==> config.mk <==
export PLATFORM = sky130hd
export DESIGN_NAME = sprite_row_budget_admission_top
export DESIGN_NICKNAME = d
export VERILOG_FILES = /design/src/hdl/srba_pkg.sv /design/src/hdl/sprite_row_budget_admission_top.sv
export VERILOG_INCLUDE_DIRS = /design/src /design/src/hdl
export SDC_FILE = /design/constraint.sdc
export NUM_CORES = 1
export LEC_CHECK = 0
export BUFFER_PORTS_ARGS = -buffer_cell sky130_fd_sc_hd__buf_2
export CORE_ASPECT_RATIO = 1.75
export CORE_MARGIN = 1.5
export CORE_UTILIZATION = 47
export DETAILED_ROUTE_END_ITERATION = 16
export PLACE_DENSITY = 0.76
export REMOVE_ABC_BUFFERS = 1
export SLEW_MARGIN = 20
export SYNTH_ARGS = -nofsm -noshare
export SYNTH_HDL_FRONTEND = slang
export SYNTH_SLANG_ARGS = --single-unit
==> constraint.sdc <==
create_clock -name clock -period 7.7 [get_ports clock]
set_input_delay 0 -clock clock [delete_from_list [all_inputs] [get_ports clock]]
set_output_delay 0 -clock clock [all_outputs]
set_load 0.1 [all_outputs]
==> src/hdl/sprite_row_budget_admission_top_macros.svh <==
// Assertion macros shared by the sprite row budget admission block.
`ifndef SPRITE_ROW_BUDGET_ADMISSION_TOP_MACROS_SVH
`define SPRITE_ROW_BUDGET_ADMISSION_TOP_MACROS_SVH

// Consequent must hold in the same cycle as the antecedent.
`define SRBA_ASSERT_SAME(label, clk, rst, ante, cons, msg) \
   label: assert property (@(posedge clk) disable iff (rst) (ante) |-> (cons)) \
      else $error(msg);

// Consequent must hold in the cycle after the antecedent.
`define SRBA_ASSERT_NEXT(label, clk, rst, ante, cons, msg) \
   label: assert property (@(posedge clk) disable iff (rst) (ante) |=> (cons)) \
      else $error(msg);

`endif

==> src/hdl/srba_pkg.sv <==
// Package with the types, codes and defaults of the sprite row budget admission block.
`timescale 1ns / 1ps

package srba_pkg;

   localparam int ROW_BANDS_DEF     = 18;
   localparam int SCREEN_WIDTH_DEF  = 160;
   localparam int SCREEN_HEIGHT_DEF = 144;

   localparam logic [3:0] ROW_LIMIT_RST  = 4'd10;
   localparam logic [5:0] SLOT_LIMIT_RST = 6'd40;

   localparam int CSR_INDEX_W = 2;
   localparam int CSR_DATA_W  = 6;

   localparam logic [CSR_INDEX_W-1:0] CSR_ROW_LIMIT  = 2'd0;
   localparam logic [CSR_INDEX_W-1:0] CSR_SLOT_LIMIT = 2'd1;

   localparam logic [1:0] CMD_CLEAR  = 2'd0;
   localparam logic [1:0] CMD_OBJECT = 2'd1;
   localparam logic [1:0] CMD_SHOT   = 2'd2;
   localparam logic [1:0] CMD_NONE   = 2'd3;

   typedef enum logic [6:0] {
      ST_IDLE   = 7'b0000001,
      ST_POS    = 7'b0000010,
      ST_BOUND  = 7'b0000100,
      ST_CHECK  = 7'b0001000,
      ST_COMMIT = 7'b0010000,
      ST_SLOT   = 7'b0100000,
      ST_RESP   = 7'b1000000
   } state_type;

endpackage

==> src/hdl/sprite_row_budget_admission_top.sv <==
// Sprite row budget admission: a one-item-at-a-time sequencer with a shared band adder.
`timescale 1ns / 1ps
`include "sprite_row_budget_admission_top_macros.svh"

// Admits whole sprite objects and shots into a frame against a per-row-band column budget
// and a frame slot budget. Each request transaction gives exactly one response
// transaction. A clear or unused command goes from acceptance straight to the
// response state. A general object or a shot passes a position stage and a
// bounds stage; then one band adder and comparator walks the bands it touches
// once to check them and once more to commit them. A rejection found early
// ends sooner. A new request is taken as soon as the sequencer is back in idle,
// even while the previous response waits.
module sprite_row_budget_admission_top #(
   parameter int ROW_BANDS     = srba_pkg::ROW_BANDS_DEF,
   parameter int SCREEN_WIDTH  = srba_pkg::SCREEN_WIDTH_DEF,
   parameter int SCREEN_HEIGHT = srba_pkg::SCREEN_HEIGHT_DEF
) (
   input  logic                               clock,
   input  logic                               reset,
   input  logic                               csr_write_en,
   input  logic [srba_pkg::CSR_INDEX_W-1:0]   csr_index,
   input  logic [srba_pkg::CSR_DATA_W-1:0]    csr_wdata,
   input  logic                               req_valid,
   output logic                               req_ready,
   input  logic [1:0]                         req_command,
   input  logic signed [15:0]                 req_pos_x,
   input  logic signed [15:0]                 req_pos_y,
   input  logic [7:0]                         req_origin_x,
   input  logic [7:0]                         req_origin_y,
   input  logic [7:0]                         req_object_width,
   input  logic [7:0]                         req_object_height,
   input  logic [5:0]                         req_object_tiles,
   input  logic [7:0]                         req_shot_y,
   output logic                               rsp_valid,
   input  logic                               rsp_ready,
   output logic                               rsp_admitted,
   output logic [5:0]                         rsp_slots_used
);

   localparam int BW = (ROW_BANDS > 1) ? $clog2(ROW_BANDS) : 1;
   localparam logic signed [13:0] SW_S   = 14'(SCREEN_WIDTH);
   localparam logic signed [13:0] SH_S   = 14'(SCREEN_HEIGHT);
   localparam logic signed [13:0] ZERO_S = 14'sd0;
   localparam logic [5:0] BANDS_W   = 6'(ROW_BANDS);
   localparam logic [5:0] LAST_BAND = 6'(ROW_BANDS - 1);

   srba_pkg::state_type state_ff, state_in;

   logic [3:0] row_limit_ff, row_limit_in;
   logic [5:0] slot_limit_ff, slot_limit_in;
   logic [3:0] row_counts_ff [ROW_BANDS];
   logic [3:0] row_counts_in [ROW_BANDS];
   logic [5:0] slot_count_ff, slot_count_in;

   logic rsp_valid_ff, rsp_valid_in;
   logic rsp_admitted_ff, rsp_admitted_in;
   logic [5:0] rsp_slots_used_ff, rsp_slots_used_in;

   // Captured request fields.
   logic [1:0]         cmd_ff, cmd_in;
   logic signed [15:0] pos_x_ff, pos_x_in;
   logic signed [15:0] pos_y_ff, pos_y_in;
   logic [7:0]         origin_x_ff, origin_x_in;
   logic [7:0]         origin_y_ff, origin_y_in;
   logic [7:0]         width_ff, width_in;
   logic [7:0]         height_ff, height_in;
   logic [5:0]         tiles_ff, tiles_in;
   logic [7:0]         shot_y_ff, shot_y_in;

   // Working registers of the sequencer.
   logic signed [13:0] left_ff, left_in;
   logic signed [13:0] top_ff, top_in;
   logic [4:0]         addend_ff, addend_in;
   logic [5:0]         tiles_add_ff, tiles_add_in;
   logic [5:0]         hi_ff, hi_in;
   logic [5:0]         idx_ff, idx_in;
   logic               res_admitted_ff, res_admitted_in;

   // Position stage.
   logic               qx_fix, qy_fix;
   logic signed [11:0] qx, qy;

   // Bounds stage.
   logic signed [13:0] right_edge, bottom_edge;
   logic [8:0]         h_sum, h_round;
   logic [7:0]         top_c, bottom_c;
   logic [8:0]         hi_sum;
   logic [5:0]         obj_hi_raw, obj_hi, obj_lo;
   logic               obj_reject;
   logic [7:0]         y_m1, y_m16;
   logic [5:0]         shot_first, shot_last_raw, shot_last, shot_hi;
   logic               shot_reject;

   // Shared units.
   logic [6:0] slot_sum;
   logic       slot_fail;
   logic [3:0] band_count;
   logic [5:0] band_sum;
   logic       band_fail;
   logic       band_done;
   logic       req_fire;

   // Conditions watched by the assertions.
   logic       commit_step;
   logic       slot_step;
   logic       clear_fire;

   assign req_ready      = (state_ff == srba_pkg::ST_IDLE);
   assign req_fire       = req_valid && req_ready;
   assign rsp_valid      = rsp_valid_ff;
   assign rsp_admitted   = rsp_admitted_ff;
   assign rsp_slots_used = rsp_slots_used_ff;

   // Shared slot adder and band adder.
   assign slot_sum   = {1'b0, slot_count_ff} + {1'b0, tiles_add_ff};
   assign slot_fail  = slot_sum > {1'b0, slot_limit_ff};
   assign band_count = row_counts_ff[idx_ff[BW-1:0]];
   assign band_sum   = {2'b00, band_count} + {1'b0, addend_ff};
   assign band_fail  = band_sum > {2'b00, row_limit_ff};
   assign band_done  = idx_ff >= hi_ff;

   // Q4 to pixels, truncating toward zero.
   always_comb begin
      qx_fix = pos_x_ff[15] & (|pos_x_ff[3:0]);
      qy_fix = pos_y_ff[15] & (|pos_y_ff[3:0]);
      qx     = $signed(pos_x_ff[15:4]) + $signed({11'b0, qx_fix});
      qy     = $signed(pos_y_ff[15:4]) + $signed({11'b0, qy_fix});
   end

   // Object bounds, clipping and band range.
   always_comb begin
      right_edge  = left_ff + $signed({6'b0, width_ff});
      h_sum       = {1'b0, height_ff} + 9'd15;
      h_round     = {h_sum[8:4], 4'b0000};
      bottom_edge = top_ff + $signed({5'b0, h_round});
      obj_reject  = (left_ff >= SW_S) || (right_edge <= ZERO_S) ||
                    (bottom_edge <= ZERO_S) || (top_ff >= SH_S) || slot_fail;
      top_c       = top_ff[13] ? 8'd0 : top_ff[7:0];
      bottom_c    = (bottom_edge > SH_S) ? 8'(SCREEN_HEIGHT) : bottom_edge[7:0];
      hi_sum      = {1'b0, bottom_c} + 9'd7;
      obj_hi_raw  = hi_sum[8:3];
      obj_hi      = (obj_hi_raw > BANDS_W) ? BANDS_W : obj_hi_raw;
      obj_lo      = {1'b0, top_c[7:3]};
   end

   // Shot band range. An empty range is left with first beyond last.
   always_comb begin
      y_m1          = shot_y_ff - 8'd1;
      y_m16         = shot_y_ff - 8'd16;
      shot_first    = (shot_y_ff < 8'd16) ? 6'd0 : {1'b0, y_m16[7:3]};
      shot_last_raw = {1'b0, y_m1[7:3]};
      shot_last     = (shot_last_raw > LAST_BAND) ? LAST_BAND : shot_last_raw;
      shot_hi       = shot_last + 6'd1;
      shot_reject   = (shot_y_ff == 8'd0) || slot_fail;
   end

   // Sequencer.
   always_comb begin
      state_in          = state_ff;
      row_limit_in      = row_limit_ff;
      slot_limit_in     = slot_limit_ff;
      row_counts_in     = row_counts_ff;
      slot_count_in     = slot_count_ff;
      rsp_valid_in      = rsp_valid_ff;
      rsp_admitted_in   = rsp_admitted_ff;
      rsp_slots_used_in = rsp_slots_used_ff;
      cmd_in            = cmd_ff;
      pos_x_in          = pos_x_ff;
      pos_y_in          = pos_y_ff;
      origin_x_in       = origin_x_ff;
      origin_y_in       = origin_y_ff;
      width_in          = width_ff;
      height_in         = height_ff;
      tiles_in          = tiles_ff;
      shot_y_in         = shot_y_ff;
      left_in           = left_ff;
      top_in            = top_ff;
      addend_in         = addend_ff;
      tiles_add_in      = tiles_add_ff;
      hi_in             = hi_ff;
      idx_in            = idx_ff;
      res_admitted_in   = res_admitted_ff;

      if (csr_write_en) begin
         case (csr_index)
            srba_pkg::CSR_ROW_LIMIT:  row_limit_in  = csr_wdata[3:0];
            srba_pkg::CSR_SLOT_LIMIT: slot_limit_in = csr_wdata[5:0];
            default: ;
         endcase
      end

      if (rsp_valid_ff && rsp_ready) begin
         rsp_valid_in = 1'b0;
      end

      unique case (state_ff)
         srba_pkg::ST_IDLE: begin
            if (req_fire) begin
               cmd_in          = req_command;
               pos_x_in        = req_pos_x;
               pos_y_in        = req_pos_y;
               origin_x_in     = req_origin_x;
               origin_y_in     = req_origin_y;
               width_in        = req_object_width;
               height_in       = req_object_height;
               tiles_in        = req_object_tiles;
               shot_y_in       = req_shot_y;
               res_admitted_in = 1'b0;
               unique case (req_command)
                  srba_pkg::CMD_CLEAR: begin
                     for (int i = 0; i < ROW_BANDS; i++) begin
                        row_counts_in[i] = 4'd0;
                     end
                     slot_count_in = 6'd0;
                     state_in      = srba_pkg::ST_RESP;
                  end
                  srba_pkg::CMD_OBJECT: state_in = srba_pkg::ST_POS;
                  srba_pkg::CMD_SHOT:   state_in = srba_pkg::ST_POS;
                  srba_pkg::CMD_NONE:   state_in = srba_pkg::ST_RESP;
               endcase
            end
         end
         srba_pkg::ST_POS: begin
            left_in = {{2{qx[11]}}, qx} - {6'b0, origin_x_ff};
            top_in  = {{2{qy[11]}}, qy} - {6'b0, origin_y_ff};
            if (cmd_ff == srba_pkg::CMD_OBJECT) begin
               addend_in    = width_ff[7:3];
               tiles_add_in = tiles_ff;
            end else begin
               addend_in    = 5'd1;
               tiles_add_in = 6'd1;
            end
            state_in = srba_pkg::ST_BOUND;
         end
         srba_pkg::ST_BOUND: begin
            if (cmd_ff == srba_pkg::CMD_OBJECT) begin
               idx_in = obj_lo;
               hi_in  = obj_hi;
               state_in = obj_reject ? srba_pkg::ST_RESP : srba_pkg::ST_CHECK;
            end else begin
               idx_in = shot_first;
               hi_in  = shot_hi;
               state_in = shot_reject ? srba_pkg::ST_RESP : srba_pkg::ST_CHECK;
            end
         end
         srba_pkg::ST_CHECK: begin
            priority if (band_done) begin
               idx_in   = (cmd_ff == srba_pkg::CMD_OBJECT) ? obj_lo : shot_first;
               state_in = srba_pkg::ST_COMMIT;
            end else if (band_fail) begin
               state_in = srba_pkg::ST_RESP;
            end else begin
               idx_in = idx_ff + 6'd1;
            end
         end
         srba_pkg::ST_COMMIT: begin
            if (band_done) begin
               state_in = srba_pkg::ST_SLOT;
            end else begin
               row_counts_in[idx_ff[BW-1:0]] = band_sum[3:0];
               idx_in = idx_ff + 6'd1;
            end
         end
         srba_pkg::ST_SLOT: begin
            slot_count_in   = slot_sum[5:0];
            res_admitted_in = 1'b1;
            state_in        = srba_pkg::ST_RESP;
         end
         srba_pkg::ST_RESP: begin
            // The response register is free once the previous transaction has gone.
            if (!rsp_valid_ff || rsp_ready) begin
               rsp_valid_in      = 1'b1;
               rsp_admitted_in   = res_admitted_ff;
               rsp_slots_used_in = slot_count_ff;
               state_in          = srba_pkg::ST_IDLE;
            end
         end
         default: state_in = srba_pkg::ST_IDLE;
      endcase
   end

   always_ff @(posedge clock) begin
      if (reset) begin
         state_ff      <= srba_pkg::ST_IDLE;
         row_limit_ff  <= srba_pkg::ROW_LIMIT_RST;
         slot_limit_ff <= srba_pkg::SLOT_LIMIT_RST;
         slot_count_ff <= 6'd0;
         rsp_valid_ff  <= 1'b0;
         for (int i = 0; i < ROW_BANDS; i++) begin
            row_counts_ff[i] <= 4'd0;
         end
      end else begin
         state_ff      <= state_in;
         row_limit_ff  <= row_limit_in;
         slot_limit_ff <= slot_limit_in;
         slot_count_ff <= slot_count_in;
         rsp_valid_ff  <= rsp_valid_in;
         row_counts_ff <= row_counts_in;
      end
   end

   always_ff @(posedge clock) begin
      rsp_admitted_ff   <= rsp_admitted_in;
      rsp_slots_used_ff <= rsp_slots_used_in;
      cmd_ff            <= cmd_in;
      pos_x_ff          <= pos_x_in;
      pos_y_ff          <= pos_y_in;
      origin_x_ff       <= origin_x_in;
      origin_y_ff       <= origin_y_in;
      width_ff          <= width_in;
      height_ff         <= height_in;
      tiles_ff          <= tiles_in;
      shot_y_ff         <= shot_y_in;
      left_ff           <= left_in;
      top_ff            <= top_in;
      addend_ff         <= addend_in;
      tiles_add_ff      <= tiles_add_in;
      hi_ff             <= hi_in;
      idx_ff            <= idx_in;
      res_admitted_ff   <= res_admitted_in;
   end

   assign commit_step = (state_ff == srba_pkg::ST_COMMIT) && !band_done;
   assign slot_step   = (state_ff == srba_pkg::ST_SLOT);
   assign clear_fire  = req_fire && (req_command == srba_pkg::CMD_CLEAR);

   // A band is only charged after the check pass has found room in it.
   `SRBA_ASSERT_SAME(a_commit_room, clock, reset, commit_step, !band_fail, "band over limit")
   // The slot total is only charged when the bounds stage found room for it.
   `SRBA_ASSERT_SAME(a_slot_room, clock, reset, slot_step, !slot_fail, "slot over limit")
   // A clear transaction empties the frame budget at once.
   `SRBA_ASSERT_NEXT(a_clear_empty, clock, reset, clear_fire, ~|slot_count_ff, "clear missed")

endmodule

Word level (Yosys, flattened, before mapping)
Cells that the tools add are included.

Bits in registers: 235. Input port bits: 93. Output and inout port bits: 9. Logic and storage cells: 158.

$add $sub $neg: 14. Order comparisons: 13. Equality and inequality tests: 19. Muxes and demuxes: 39. Bitwise gates (word level): 3. Reduce and logical (&&, ||, !) cells: 29.

Operators with widths (count): two-way mux 72 bit (3); one-hot mux 72 bit (2 select lines) (1); bitwise mux 72 bit (1); two-way mux 7 bit (8); one-hot mux 7 bit (7 select lines) (1); two-way mux 6 bit (7); >= comparator 14 x 9 -> 1 bit (second input constant) (2); less-or-equal comparator 14 x 1 -> 1 bit (second input constant) (2); subtractor 12 x 9 -> 13 bit (2); adder 12 x 2 -> 12 bit (2); binary-select mux 4 bit (select 5 bit) (1); demux 4 bit (select 5 bit) (1); one-hot mux 6 bit (3 select lines) (1); two-way mux 8 bit (2); two-way mux 5 bit (3); adder 14 x 10 -> 14 bit (1); adder 14 x 9 -> 14 bit (1); > comparator 14 x 9 -> 1 bit (second input constant) (1); one-hot mux 7 bit (2 select lines) (1); two-way mux 4 bit (3); one-hot mux 6 bit (2 select lines) (1); AND reduction 2 bit (5); adder 8 x 3 -> 9 bit (second input constant) (1); adder 8 x 4 -> 9 bit (second input constant) (1); other kinds (41) (65).

Logic depth before layout (Yosys ltp)
Word-level depth: 9. Gate-level depth with buffers: 17. Depth with buffers taken out: 15.

Worst setup path before layout
OpenSTA, ideal clock, no wires.

Path type: register to register. Start point: reg idx_ff[0]. End point: reg state_ff[6]. Setup time: 106 ps. Data arrival time: 4430 ps. Data required time: 7594 ps. Setup slack: 3164 ps. Cell stages (with the launch flop): 18. Path buffers: 3. Clock period less this slack: 4536 ps. Cell sequence: edfxtp_1 clkbuf_1 buf_2 clkbuf_1 mux4_2 nand2_1 o221ai_1 ha_1 fa_1 xor2_1 ha_1 o21a_1 o21a_1 o21a_1 o21ai_0 a211oi_1 o41ai_1 o311ai_0.

Cells in the longest elaborated chain, start to end: 8. Elaborated cells on any way between the ends: 12. Those cells by class: 1 x add/sub; 2 x order compare; 2 x eq/ne; 5 x mux; 1 x bitwise; 1 x reduce/logical.

RTL lines: start, declared (line sprite_row_budget_admission_top.sv:76) `logic [5:0] idx_ff, idx_in;`; start signal, assigned (line sprite_row_budget_admission_top.sv:319) `idx_ff <= idx_in;`; inverter 5 -> 6 bit (not written as such) (line sprite_row_budget_admission_top.sv:117) `assign band_count = row_counts_ff[idx_ff[BW-1:0]];`; binary-select mux 4 bit (select 5 bit) (line sprite_row_budget_admission_top.sv:117); two-way mux 4 bit (not written as such) (2 in series) (line sprite_row_budget_admission_top.sv:117); adder 4 x 5 -> 6 bit (line sprite_row_budget_admission_top.sv:118) `assign band_sum = {2'b00, band_count} + {1'b0, addend_ff};`; > comparator 6 x 4 -> 1 bit (line sprite_row_budget_admission_top.sv:119) `assign band_fail = band_sum > {2'b00, row_limit_ff};`; inequality test 3 bit (no source line); AND reduction 4 bit (no source line); end signal, assigned (line sprite_row_budget_admission_top.sv:284) `state_ff <= srba_pkg::ST_IDLE;`; end signal, assigned (line sprite_row_budget_admission_top.sv:293) `state_ff <= state_in;`; end, declared (line sprite_row_budget_admission_top.sv:47) `srba_pkg::state_type state_ff, state_in;`.

Parallel ways exist; a longest one is shown, timed or not. The select of a mux whose other input is x is not followed. A chain may end at the register's enable or synchronous reset.

Worst setup path in the final report
Start point: reg idx_ff[1]. End point: reg state_ff[6].

The elaborated chain is that of the path after synthesis.

==> impl_metrics.yaml <==
floorplanning:
  die_height_um: 213
  io-pin-count: 102
  rows: 76
  start_util: 0.480
  dieArea_um2: 26200
  die_w_um: 123
  core-area_um2: 24600
global_route:
  use_met1: 0.198
  grt_first_pass_wirelength_um: 43700
  overflow: 0
  grtUsageMet2: 0.421
  grt_max_degree: 99
  grt_use_met3: 0.0227
  grt.busiest_layer: "met2"
  track_usage: 0.213
  grt_antenna_before_repair: 0
  grt_pass1_vias: 9348
setup_path:
  startpoint_type: "flip-flop"
  critPathMostFrequentCell: "o21a_1"
  r2r-end: "state_ff[6]"
  rrSetupSlack_ns: 2.81
  path_class: "reg2reg"
  arrival_ns: 5.29
  crit_required_ns: 8.10
  cp-startpoint: "idx_ff[1]"
  rr_startpoint: "idx_ff[1]"
  crit_path_cell_trace: "mux4_2 > mux2_2 > a22oi_1 > o221ai_1 > ha_1 > fa_1 > xor2_1 > ha_1 > o21a_1 > o21a_1 > o21a_1 > o21ai_0 > a211oi_1 > o41ai_1 > o311ai_0"
  cpMaxStageDelayCell: "edfxtp_1"
  max_stage_delay_ns: 0.93
  r2r_cells: 15
  end_kind: "flip-flop"
  cp_max_fo: 22
sta:
  finalHoldViolations: 0
  max_freq_mhz: 204
  rsz0062_at_grt: "false"
  setup_viol: 0
  maxSlewHeadroom: 0.299
  skew_ns: 0.0178
  tightest_slew_ns: 1.04
  setup_ws_ns: 2.81
  drv_slew: 0
  setup_tns_ns: 0
  timing.final.crit_share: 0.635
  post-route-min-period_ns: 4.89
clocking:
  cts_tree: "built"
  clock_sinks: 233
  holdBufCountCts: 92
  cts_root_buf: "clkbuf_16"
  cts_setup_buffers: 0
  clock_path_buffers: 3
  cts_resized: 0
  htree_num_levels: 1
  cts_buffers: 22
  clk_latency_ns: 0.52
  cts.reportedPaths.clkPinSlew_ns: 0.07
yosys:
  synth-edff-count: 137
  ys_warn_count: 0
  synthesis.area_um2: 11800
  syn_avg_cell_area_um2: 11.1
  yosysSeqAreaShare: 0.510
  synth.distinct_cells: 70
  ys_async_sr_fraction: 0
  synthTopCellsByArea: "edfxtp_1 (35%), dfxtp_1 (16%), ha_1 (7.0%)"
  synthCells: 1067
  synth_top_cell_by_area: "edfxtp_1"
  ys_seq_elements: 233
  yosysTopAreaCellShare: 0.348
  synthFlopType: "edfxtp_1"
placed_design:
  dpl.hpwl_um: 18800
  io_buffers: 101
  dp_slack_ns: 2.94
  place_area_um2: 12600
  gp_congestion: 0.900
  placed_cells: 1449
layout:
  final_area_um2: 14300
  syn_to_final_growth_pct: 20.7
  stdcell_count: 1581
  drive_gt1_frac: 0.141
  most-common-layout-cells: "nor2_1 (137), edfxtp_1 (137), buf_2 (101)"
  fill_cells: 1985
  layout.nets: 1418
  antenna_cells: 0
hold_path:
  min_from: "csr_write_en"
  hold_path_depth: 4
  hold_class: "in2reg"
  hold_end: "slot_limit_ff[3]"
drt:
  postRouteAntennaNets: 0
  vias: 8946
  drcViolationCount: 0
  first_iter_violations: 493
  via_per_inst: 5.66
  firstDrtPassIters: 5
  post_drt_wl_per_cell_um: 17.1
  routed_wl_um: 27100
job:
  max-cap-violations: 0
pwr:
  powerDensity_nw_per_um2: 216
  peakVddDrop_mv: 0.211
  leakagePower_nw: 5.59
  total_power_w: 0.00308
outcome:
  status: "finished clean"
-- stage by stage --
stage                     utilization  hold slack, ns
after floorplan                     -          0.0691
after global placement          0.511           0.176
after detailed placement        0.511           0.178
after CTS                       0.580           0.103
after global routing            0.580           0.179
final                           0.580           0.108
-- metal layers --
metal / part of all wire / routed length (um)
met1: 0.34 / 9190
met2: 0.56 / 15200
met3: 0.040 / 1070
met4: 0.062 / 1670
met5: 0 / 0
-- synth_stat cells, drive strengths merged (18+ instances only) --
| cell type | n |
|---|---|
| a21oi | 38 |
| a22oi | 85 |
| and3 | 18 |
| clkbuf | 24 |
| dfxtp | 96 |
| edfxtp | 137 |
| ha | 66 |
| inv | 62 |
| nand2 | 33 |
| nand3 | 25 |
| nor2 | 138 |
| o21ai | 40 |
| xnor2 | 44 |
| xor2 | 25 |
-- how the worst max path moves through the flow --
stage | slack [ns] | end
after floorplan | 3.07 | state_ff[6]
after global routing | 2.48 | state_ff[6]
final | 2.81 | state_ff[6]
after CTS | 2.88 | state_ff[6]
after global placement | 3.12 | state_ff[6]
after detailed placement | 2.94 | state_ff[6]
-- critical path: cells and delay by family (launching register included) --
family | cells | cell delay, ns
compound gates | 9 | 1.94
fa+ha+maj | 3 | 0.97
xor+xnor | 1 | 0.19
mux | 2 | 0.73
flops | 1 | 0.93
-- cells by family after synthesis --
family | synth area share
and+or+nand+nor | 0.129
AOI/OAI and AO/OA | 0.145
DFF | 0.510
buffers and inverters | 0.0362
adders and majority gates | 0.0800
xor gates and xnor gates | 0.0511
muxes | 0.0478
other | 0.000317
-- sequential cells by signal, indices dropped and copies added (netlist names), 7 cells and up --
signal,cells
height_ff,8
left_ff,13
row_counts_ff,72
shot_y_ff,8
top_ff,13
origin_y_ff,8
origin_x_ff,8
state_ff,7
pos_y_ff,16
pos_x_ff,16
width_ff,8
-- cell type report --
type / count / area (um2) / share of cell area
clock buffer: 27 / 613 / 0.0429
multi-input combinational: 734 / 5360 / 0.376
sequential: 233 / 6040 / 0.423
tap: 312 / 390 / 0.0273
clock inverter: 13 / 168 / 0.0117
inverter: 63 / 238 / 0.0166
timing repair buffer: 199 / 1470 / 0.103
-- where the power goes --
group,total [W],internal (W),switching [W]
Sequential,0.00145,0.00141,0.0000364
Combinational,0.000454,0.000204,0.000250
Clock,0.00118,0.000703,0.000474
Total,0.00308,0.00232,0.000760
(Power assumes the default switching activity.)
